## src/sv/srtf_pkg.sv

```systemverilog
// ----------------------------------------------------------------------------
// srtf_pkg - shared types and codes of the SRTF scheduler
// Operation and register codes, the controller state type, the scan token
// and the write request that the controller hands to one slot cell.
// ----------------------------------------------------------------------------
`default_nettype none

package srtf_pkg;

    // input operation codes
    localparam logic OP_LOAD = 1'b0;
    localparam logic OP_TICK = 1'b1;

    // configuration register indexes (paddr[2])
    localparam logic REG_PROCESS_COUNT = 1'b0;
    localparam logic REG_QUANTUM       = 1'b1;

    localparam int unsigned TIME_W = 32;
    localparam int unsigned VAL_W  = 16;

    typedef enum logic [1:0] {
        ST_IDLE,
        ST_SCAN,
        ST_UPDATE
    } t_state;

    // best candidate seen so far while the scan moves down the row
    typedef struct packed {
        logic             valid;
        logic [VAL_W-1:0] rem;
    } t_token;

    // write request to one slot cell
    typedef struct packed {
        logic             load;     // new process: arrival, burst, clear done
        logic             update;   // after a run: new remainder and done mark
        logic [VAL_W-1:0] arrival;
        logic [VAL_W-1:0] rem;
        logic             done;
    } t_slot_wr;

endpackage

`default_nettype wire

```

## src/sv/shortest_remaining_time_scheduler_core.sv

```systemverilog
// ----------------------------------------------------------------------------
// shortest_remaining_time_scheduler_core - preemptive SRTF scheduler
// A row of slot cells scanned by a token for the least remaining time,
// a small controller that runs the chosen slot one quantum and keeps time.
// ----------------------------------------------------------------------------
//
//   channel  | handshake              | payload
//   ---------+------------------------+--------------------------------------
//   request  | start / busy           | i_operation, i_slot, i_arrival_time,
//            |                        | i_burst_time
//   result   | o_result_valid (pulse) | o_chosen_slot, o_idle, o_completed,
//            |                        | o_time_now
//   config   | APB psel/penable/...   | paddr 0: process_count, 4: quantum
//
// A load request writes its slot straight from the request and busy stays
// low. A tick request walks the scan token down the row one cell per cycle,
// then the update state applies the run and the result strobes for one
// cycle as busy drops, so the next request may start then.
// Reset is synchronous; all slots come up done (unusable until loaded),
// time zero, process_count 0, quantum 1. The result side cannot stall.
// ----------------------------------------------------------------------------
`default_nettype none

module shortest_remaining_time_scheduler_core #(
    parameter int unsigned MAX_PROCESSES = 16
) (
    input  wire logic        i_clk,
    input  wire logic        i_rst_n,
    // request
    input  wire logic        start,
    output logic             busy,
    input  wire logic        i_operation,
    input  wire logic [3:0]  i_slot,
    input  wire logic [15:0] i_arrival_time,
    input  wire logic [15:0] i_burst_time,
    // result
    output logic             o_result_valid,
    output logic [3:0]       o_chosen_slot,
    output logic             o_idle,
    output logic             o_completed,
    output logic [31:0]      o_time_now,
    // configuration
    input  wire logic        psel,
    input  wire logic        penable,
    input  wire logic        pwrite,
    input  wire logic [2:0]  paddr,
    input  wire logic [31:0] pwdata,
    output logic [31:0]      prdata,
    output logic             pready
);

    localparam int unsigned IW = (MAX_PROCESSES > 1) ? $clog2(MAX_PROCESSES) : 1;
    localparam int unsigned CW = IW + 1;
    localparam int unsigned TW = srtf_pkg::TIME_W;
    localparam int unsigned VW = srtf_pkg::VAL_W;

    // controller
    srtf_pkg::t_state r_state, n_state;
    logic [IW-1:0]    r_cnt, n_cnt;
    logic [TW-1:0]    r_time, n_time;
    logic [4:0]       r_count;
    logic [VW-1:0]    r_quantum;
    logic             r_res_valid, n_res_valid;
    logic [3:0]       r_res_slot, n_res_slot;
    logic             r_res_idle, n_res_idle;
    logic             r_res_done, n_res_done;

    logic             accept;
    logic             cfg_write;
    logic [CW-1:0]    count_eff;
    logic [VW-1:0]    quantum_eff;
    logic             run_update;
    logic [VW-1:0]    run_rem;
    logic             run_done;
    logic [VW-1:0]    time_inc;
    logic [TW:0]      time_sum;

    // scan chain
    srtf_pkg::t_token   tok     [MAX_PROCESSES];
    logic [IW-1:0]      tok_idx [MAX_PROCESSES];
    srtf_pkg::t_slot_wr cell_wr [MAX_PROCESSES];
    srtf_pkg::t_token   tok_last;
    logic [IW-1:0]      idx_last;

    assign busy      = (r_state != srtf_pkg::ST_IDLE);
    assign accept    = start && !busy;
    assign cfg_write = psel && penable && pwrite && pready;
    assign pready    = 1'b1;

    assign tok_last = tok[MAX_PROCESSES-1];
    assign idx_last = tok_idx[MAX_PROCESSES-1];

    // clamp the count to the table and treat a zero quantum as one
    always_comb begin
        if (32'(r_count) > 32'(MAX_PROCESSES)) begin
            count_eff = CW'(MAX_PROCESSES);
        end else begin
            count_eff = CW'(r_count);
        end
        quantum_eff = (r_quantum == '0) ? VW'(1) : r_quantum;
    end

    // ------------------------------------------------------------------------
    // configuration registers
    // ------------------------------------------------------------------------
    always_ff @(posedge i_clk) begin
        if (!i_rst_n) begin
            r_count   <= '0;
            r_quantum <= VW'(1);
        end else if (cfg_write) begin
            unique case (paddr[2])
                srtf_pkg::REG_PROCESS_COUNT: r_count   <= pwdata[4:0];
                srtf_pkg::REG_QUANTUM:       r_quantum <= pwdata[VW-1:0];
                default: ;
            endcase
        end
    end

    always_comb begin
        unique case (paddr[2])
            srtf_pkg::REG_PROCESS_COUNT: prdata = {27'b0, r_count};
            srtf_pkg::REG_QUANTUM:       prdata = {16'b0, r_quantum};
            default:                     prdata = '0;
        endcase
    end

    // ------------------------------------------------------------------------
    // slot cells: the head gets an empty token, each cell hands on its best
    // ------------------------------------------------------------------------
    for (genvar g = 0; g < MAX_PROCESSES; g++) begin : g_cell
        srtf_pkg::t_token tok_in;
        logic [IW-1:0]    idx_in;

        if (g == 0) begin : g_head
            assign tok_in = '0;
            assign idx_in = '0;
        end else begin : g_link
            assign tok_in = tok[g-1];
            assign idx_in = tok_idx[g-1];
        end

        // load a slot straight from the accepted request; write back the run
        always_comb begin
            cell_wr[g].load    = accept && (i_operation == srtf_pkg::OP_LOAD)
                              && (32'(i_slot) == 32'(g));
            cell_wr[g].update  = run_update && (idx_last == IW'(g));
            cell_wr[g].arrival = i_arrival_time;
            cell_wr[g].rem     = cell_wr[g].load ? i_burst_time : run_rem;
            cell_wr[g].done    = run_done;
        end

        srtf_cell #(
            .IW (IW),
            .CW (CW)
        ) u_cell (
            .i_clk     (i_clk),
            .i_rst_n   (i_rst_n),
            .i_idx     (IW'(g)),
            .i_count   (count_eff),
            .i_time    (r_time),
            .i_wr      (cell_wr[g]),
            .i_tok     (tok_in),
            .i_tok_idx (idx_in),
            .o_tok     (tok[g]),
            .o_tok_idx (tok_idx[g])
        );
    end

    // ------------------------------------------------------------------------
    // controller: idle -> scan (one cell per cycle) -> update -> idle
    // ------------------------------------------------------------------------
    always_ff @(posedge i_clk) begin
        if (!i_rst_n) begin
            r_state     <= srtf_pkg::ST_IDLE;
            r_cnt       <= '0;
            r_time      <= '0;
            r_res_valid <= 1'b0;
        end else begin
            r_state     <= n_state;
            r_cnt       <= n_cnt;
            r_time      <= n_time;
            r_res_valid <= n_res_valid;
        end
    end

    always_ff @(posedge i_clk) begin
        r_res_slot <= n_res_slot;
        r_res_idle <= n_res_idle;
        r_res_done <= n_res_done;
    end

    always_comb begin
        n_state     = r_state;
        n_cnt       = r_cnt;
        n_time      = r_time;
        n_res_valid = 1'b0;
        n_res_slot  = r_res_slot;
        n_res_idle  = r_res_idle;
        n_res_done  = r_res_done;
        run_update  = 1'b0;
        run_rem     = '0;
        run_done    = 1'b0;
        time_inc    = VW'(1);

        // choose the time step: idle one, finish by the remainder, or a quantum
        if (!tok_last.valid) begin
            time_inc = VW'(1);
        end else if (tok_last.rem <= quantum_eff) begin
            time_inc = tok_last.rem;
            run_done = 1'b1;
        end else begin
            time_inc = quantum_eff;
            run_rem  = tok_last.rem - quantum_eff;
        end
        time_sum = {1'b0, r_time} + (TW+1)'(time_inc);

        unique case (r_state)
            srtf_pkg::ST_IDLE: begin
                if (accept && (i_operation == srtf_pkg::OP_TICK)) begin
                    n_state = srtf_pkg::ST_SCAN;
                    n_cnt   = '0;
                end
            end
            srtf_pkg::ST_SCAN: begin
                // hold until the token has passed the last cell
                n_cnt = r_cnt + IW'(1);
                if (r_cnt == IW'(MAX_PROCESSES - 1)) begin
                    n_state = srtf_pkg::ST_UPDATE;
                end
            end
            srtf_pkg::ST_UPDATE: begin
                n_state     = srtf_pkg::ST_IDLE;
                n_res_valid = 1'b1;
                run_update  = tok_last.valid;
                // saturate the time at its maximum
                n_time      = time_sum[TW] ? '1 : time_sum[TW-1:0];
                n_res_idle  = !tok_last.valid;
                n_res_done  = tok_last.valid && run_done;
                n_res_slot  = tok_last.valid ? 4'(idx_last) : 4'b0;
            end
            default: begin
                n_state = srtf_pkg::ST_IDLE;
            end
        endcase
    end

    assign o_result_valid = r_res_valid;
    assign o_chosen_slot  = r_res_slot;
    assign o_idle         = r_res_idle;
    assign o_completed    = r_res_done;
    assign o_time_now     = r_time;

`ifndef SYNTHESIS
    // a result strobe follows only the update cycle of a tick
    a_result_after_update: assert property (@(posedge i_clk) disable iff (!i_rst_n)
        o_result_valid |-> $past(r_state == srtf_pkg::ST_UPDATE))
        else $error("result strobe without a preceding update cycle");

    // time never runs backward
    a_time_monotonic: assert property (@(posedge i_clk) disable iff (!i_rst_n)
        $past(i_rst_n) |-> (r_time >= $past(r_time)))
        else $error("current time decreased");

    // an idle step never reports a completion
    a_idle_not_done: assert property (@(posedge i_clk) disable iff (!i_rst_n)
        o_result_valid |-> !(o_idle && o_completed))
        else $error("idle and completed reported together");

    // the scan always enters with the counter cleared
    a_scan_from_zero: assert property (@(posedge i_clk) disable iff (!i_rst_n)
        (r_state == srtf_pkg::ST_SCAN && $past(r_state) == srtf_pkg::ST_IDLE)
            |-> (r_cnt == '0))
        else $error("scan started with a stale counter");
`endif

endmodule

`default_nettype wire

```

## src/sv/srtf_cell.sv

```systemverilog
// ----------------------------------------------------------------------------
// srtf_cell - one process slot of the scheduler row
// Holds arrival, remaining time and done mark of one slot and folds itself
// into the scan token handed on from the previous cell, once per cycle.
// ----------------------------------------------------------------------------
`default_nettype none

module srtf_cell #(
    parameter int unsigned IW = 4,
    parameter int unsigned CW = 5
) (
    input  wire logic                        i_clk,
    input  wire logic                        i_rst_n,
    input  wire logic [IW-1:0]               i_idx,
    input  wire logic [CW-1:0]               i_count,
    input  wire logic [srtf_pkg::TIME_W-1:0] i_time,
    input  wire srtf_pkg::t_slot_wr          i_wr,
    input  wire srtf_pkg::t_token            i_tok,
    input  wire logic [IW-1:0]               i_tok_idx,
    output srtf_pkg::t_token                 o_tok,
    output logic [IW-1:0]                    o_tok_idx
);

    logic [srtf_pkg::VAL_W-1:0] r_arrival;
    logic [srtf_pkg::VAL_W-1:0] r_rem;
    logic                       r_done;
    srtf_pkg::t_token           r_tok;
    srtf_pkg::t_token           n_tok;
    logic [IW-1:0]              r_tok_idx;
    logic [IW-1:0]              n_tok_idx;
    logic                       eligible;
    logic                       take;

    assign eligible = !r_done
                   && ({{(srtf_pkg::TIME_W-srtf_pkg::VAL_W){1'b0}}, r_arrival} <= i_time)
                   && (CW'({1'b0, i_idx}) < i_count);

    // strict compare keeps the lower index on a tie
    assign take = eligible && (!i_tok.valid || (r_rem < i_tok.rem));

    always_comb begin
        if (take) begin
            n_tok.valid = 1'b1;
            n_tok.rem   = r_rem;
            n_tok_idx   = i_idx;
        end else begin
            n_tok       = i_tok;
            n_tok_idx   = i_tok_idx;
        end
    end

    always_ff @(posedge i_clk) begin
        if (!i_rst_n) begin
            r_arrival <= '0;
            r_rem     <= '0;
            r_done    <= 1'b1;
            r_tok     <= '0;
        end else begin
            r_tok <= n_tok;
            if (i_wr.load) begin
                r_arrival <= i_wr.arrival;
                r_rem     <= i_wr.rem;
                r_done    <= 1'b0;
            end else if (i_wr.update) begin
                r_rem     <= i_wr.rem;
                r_done    <= i_wr.done;
            end
        end
    end

    always_ff @(posedge i_clk) begin
        r_tok_idx <= n_tok_idx;
    end

    assign o_tok     = r_tok;
    assign o_tok_idx = r_tok_idx;

endmodule

`default_nettype wire

```

## config.mk

```make
export PLATFORM = sky130hd
export DESIGN_NAME = shortest_remaining_time_scheduler_core
export DESIGN_NICKNAME = d
export VERILOG_FILES = /design/src/sv/srtf_pkg.sv /design/src/sv/shortest_remaining_time_scheduler_core.sv /design/src/sv/srtf_cell.sv
export SDC_FILE = /design/constraint.sdc
export NUM_CORES = 2
export LEC_CHECK = 0
export ABC_CLOCK_PERIOD_IN_PS = 11500
export BUFFER_PORTS_ARGS = -buffer_cell sky130_fd_sc_hd__buf_2
export CAP_MARGIN = 15
export CORE_MARGIN = 2
export CORE_UTILIZATION = 25
export CTS_BUF_LIST = sky130_fd_sc_hd__clkbuf_8
export DETAILED_ROUTE_END_ITERATION = 6
export PLACE_DENSITY_LB_ADDON = 0.05
export SLEW_MARGIN = 0
export SYNTH_ARGS = -nofsm -noshare
export SYNTH_HDL_FRONTEND = slang
export SYNTH_SLANG_ARGS = --single-unit
```

## constraint.sdc

```tcl
create_clock -name i_clk -period 11.5 [get_ports i_clk]
set_clock_uncertainty 0.05 [all_clocks]
set_input_delay 0.575 -clock i_clk [delete_from_list [all_inputs] [get_ports i_clk]]
set_output_delay 0.575 -clock i_clk [all_outputs]
set_load 0.01 [all_outputs]
```

==> impl.org <==
** STA
- Subtracting the final worst setup slack from the clock period gives between 6 and 7 ns.
- Timing would allow up to approximately 150 MHz.
- Slew at the pin closest to its max-slew limit :: ~1.1 ns
- Final-report hold violation count :: 0
- Post-route clock period utilization :: between 50 and 60%
- On the final layout, the worst hold slack is between 0.15 and 0.2 ns.
- Final TNS setup :: 0 ns
- Setup repair after global routing left no endpoint under its margin.
- Max Transition Viols Final :: 0
- Worst max-slew margin expressed relative to the limit :: 23.94%
- Number of setup violations in the final report :: 0

** Setup path
- Crit Path Class :: reg2reg
- Required time of the critical path :: between 10 and 15 ns
- Crit. End Element :: flop
- Stage delay of the slowest cell on the critical path :: approximately 0.71 ns
- Arrival time at the worst endpoint :: between 7 and 8 ns
- Traced cell by cell, the critical path runs through nor4_1, a41o_1, ha_1, inv_1, fa_1, a21o_1, a21oi_1, o221ai_2, a2111o_1, a21oi_1, o21ai_0, ha_1, fa_1, a211oi_1, o21ai_2, o211a_1, o211ai_2, a21oi_4, or2_2, a21oi_2, a221oi_1.
- Along the worst path, the maximum fanout reaches 18.
- Critical Path Start Type :: flop
- The largest individual stage delay along the critical path comes from the cell a2111o_1.

** Clock network
- Total number of H-tree levels :: 4
- Cts hold-fix bufs :: 19
- TritonCTS built the clock tree.
- The root buffer cell chosen for the clock tree is clkbuf_8.
- Clock-pin slew was measured on the worst setup and hold paths at 0.06 ns.
- Worst-case clock buffer depth :: 3
- Buffers inserted during clock tree synthesis total around 190.
- After clock tree synthesis, the repair step resized 0 gates.
- Clk_lat worst skew :: around 0.94 ns
- For this design, the sink count on the clock tree is 915.
- In this run the post-CTS setup repair buffer count came out at 0.

** Die
- The die is about 440 um tall.
- Effective utilization at floorplan :: 25.15%
- From left edge to right edge, the die measures between 400 and 500 um.
- DIE AREA :: 194600 sq um
- The floorplan has between 150 and 200 rows.
- around 150 I/O pins were placed.
- The total area inside the core boundary comes to around 190000 sq um.

** GRT
- Number of antenna violations at the first check in global routing :: 11
- Total congestion overflow :: 0
- The first global-routing pass estimated between 200000 and 300000 um of wire.
- Vias in the first global route :: around 40k
- Global routing used around a fifth of the available tracks across all layers.
- Entering global routing, the biggest net connects around 130 pins.

** Detailed routing
- Via Count :: between 40k and 50k
- First-pass iteration count of the detailed router :: 6
- Total length of routed wires :: 200200 um
- For this run, design rule violations remaining after detail routing come to 0.
- The detailed router finished its first iteration with 2616 violations.
- In this run the remaining antenna-violating nets after routing total 0.
- Avg Vias per Cell :: between 4 and 5
- In the final routed layout, each cell accounts on average for ~24 um.

** Worst hold path
- The tightest min-delay check is of the in2reg type.

** Final layout
- Utilization after layout :: between 20 and 30%
- Number of nets at the end of the flow :: between 6k and 7k
- The finished cells cover roughly 55000 sq um.
- The layout has approximately 20k filler cells.
- From synthesis to final layout, the design area changed by 14.65%.
- The post-route netlist has 10.01% of its cells at a drive strength greater than 1.
- Most common cell after layout, fill and taps aside :: nand2_1
- In the layout the commonest cells are nand2_1 (1252), dfxtp_1 (909), a21oi_1 (582).

** Synth
- Largest area contributor in the synthesized netlist :: dfxtp_1
- Averaged over all synthesized cells, the footprint is 8.375 sq um.
- Yosys mapped a number of flops with a built-in enable equal to 6.
- Post-synthesis cell count :: between 5k and 6k
- Dominant register cell in the synthesized netlist :: dfxtp_1
- The synthesized netlist contains 91 unique library cells.
- Synthesis inferred between 900 and 1k register bits.
- Summed over its instances, the top area cell type makes up 38.09% of the synthesized netlist area.
- Synth warn :: 0
- Top cells by area in the synthesized netlist :: dfxtp_1 (38%), ha_1 (13%), nand2_1 (9.8%)
- The mapped netlist covers 47780 sq um.
- Summing the sequential cell areas from Yosys gives approximately 38% of the chip area.
- Synth async-reset ratio :: 0%

** Placement
- In this run the cell area measured after placement is approximately 50000 sq um.
- Post-DP HPWL :: around 130000 um
- The congestion estimate from routability-driven global placement came to about 0.81.
- Input/output buffers :: between 100 and 150

** Pwr
- In this run the power density over the cells is 127.5 nW/um^2.
- Overall power consumption :: about 7000 uW
- IR analysis of the VDD net gives a maximum drop of between 0.00009 and 0.0001 V.
- The analysis attributes to cell leakage a power of just over 0.02 uW.

** Job
- Max-cap violations in this run came to 0.

** Run status
- The flow ran to the end, and the final reports show no timing, DRC or antenna violations.
==> logic make-up (layout without fill, tap and decap cells) <==
group | Yosys count | after routing | synth area share, %
flip-flops | 915 | 915 | 38.46
adder cells (fa/ha/maj) | 516 | 516 | 13.54
AO/OA/AOI/OAI | 1410 | 1410 | 19.09
XOR/XNOR | 28 | 28 | 0.5133
AND/OR/NAND/NOR | 1898 | 1898 | 17.27
buffers and inverters | 686 | 872 | 5.856
multiplexers | 250 | 250 | 5.248
other | 2 | 22 | 0.01572
==> stage by stage <==
step | std cells | setup WS (ns)
detailed placement | 8068 | 4.602
CTS | 8417 | 4.603
floorplan | 5720 | 6.316
global route | 8420 | 4.222
global placement | 8068 | 4.680
finish | 8422 | 4.606
==> critical path, delay by kind of cell, from the launching register on <==
family / cells / cell delay, ns
DFF: 1 / 0.41
buffers and inverters: 1 / 0.06
adders and majority gates: 4 / 1.37
AOI/OAI and AO/OA: 14 / 4.09
and+or+nand+nor: 2 / 0.72
==> final timing paths <==
path | startpoint | endpoint | slack, ns | cells after the start
hold reg to reg | g_cell[14].u_cell.o_tok_idx[1]$_SDFF_PP1_ | g_cell[15].u_cell.o_tok_idx[1]$_SDFF_PP1_ | 0.35 | 1
hold / removal | i_arrival_time[2] | g_cell[3].u_cell.r_arrival[2]$_SDFFE_PN0P_ | 0.16 | 3
setup reg to reg | r_quantum[15]$_SDFFE_PN0P_ | o_time_now[2]$_SDFFE_PN0P_ | 4.61 | 21
setup / recovery | r_quantum[15]$_SDFFE_PN0P_ | o_time_now[2]$_SDFFE_PN0P_ | 4.61 | 21
==> cells in the mapped netlist, types with 68 or more instances <==
library cell	count
a21o_1	155
a21oi_1	582
a22oi_1	222
clkbuf_1	272
dfxtp_1	909
ha_1	514
inv_1	305
mux2i_1	246
nand2_1	1252
nand3_1	68
nand4_1	70
nor2_1	193
o21ai_0	103
==> where the power goes <==
| group | total (uW) | leakage [uW] | switching (uW) | internal, uW |
|---|---|---|---|---|
| logic | 328 | 0.0110 | 252 | 76.3 |
| registers | 3200 | 0.00737 | 13.8 | 3190 |
| clock network | 3450 | 0.00217 | 1610 | 1840 |
| total | 6980 | 0.0205 | 1880 | 5110 |
==> routing by layer <==
metal | global-route usage (%) | wire length (um) | part of all wire (%) | up-vias
met4 | 5.219 | 4319 | 2.2 | 0
met3 | 2.737 | 7045 | 3.5 | 257
met5 | 0 | 0 | 0 | -
met2 | 33.70 | 94110 | 47 | 730
met1 | 27.43 | 94700 | 47 | 19760
li1 | - | - | - | 20010
==> registers in the layout (all words and copies together), names as in the netlist, 4 cells and up <==
signal                   count
g_cell.u_cell.r_done        16
r_cnt                        4
r_count                      5
r_quantum                   16
g_cell.u_cell.o_tok_idx     49
o_chosen_slot                4
o_time_now                  32
g_cell.u_cell.o_tok        272
g_cell.u_cell.r_arrival    256
g_cell.u_cell.r_rem        256
==> layout make-up <==
class,instances,area (sq um),area share [%]
Clock inverter,94,475.5,0.8680
Inverter,308,1164,2.124
Sequential cell,915,18380,33.55
Timing Repair Buffer,234,1526,2.787
Clock buffer,236,3248,5.930
Multi-Input combinational cell,4119,26830,48.98
Antenna cell,5,12.51,0.02284
Tap cell,2511,3142,5.735
No activity file was read; power rests on OpenSTA's default activity.
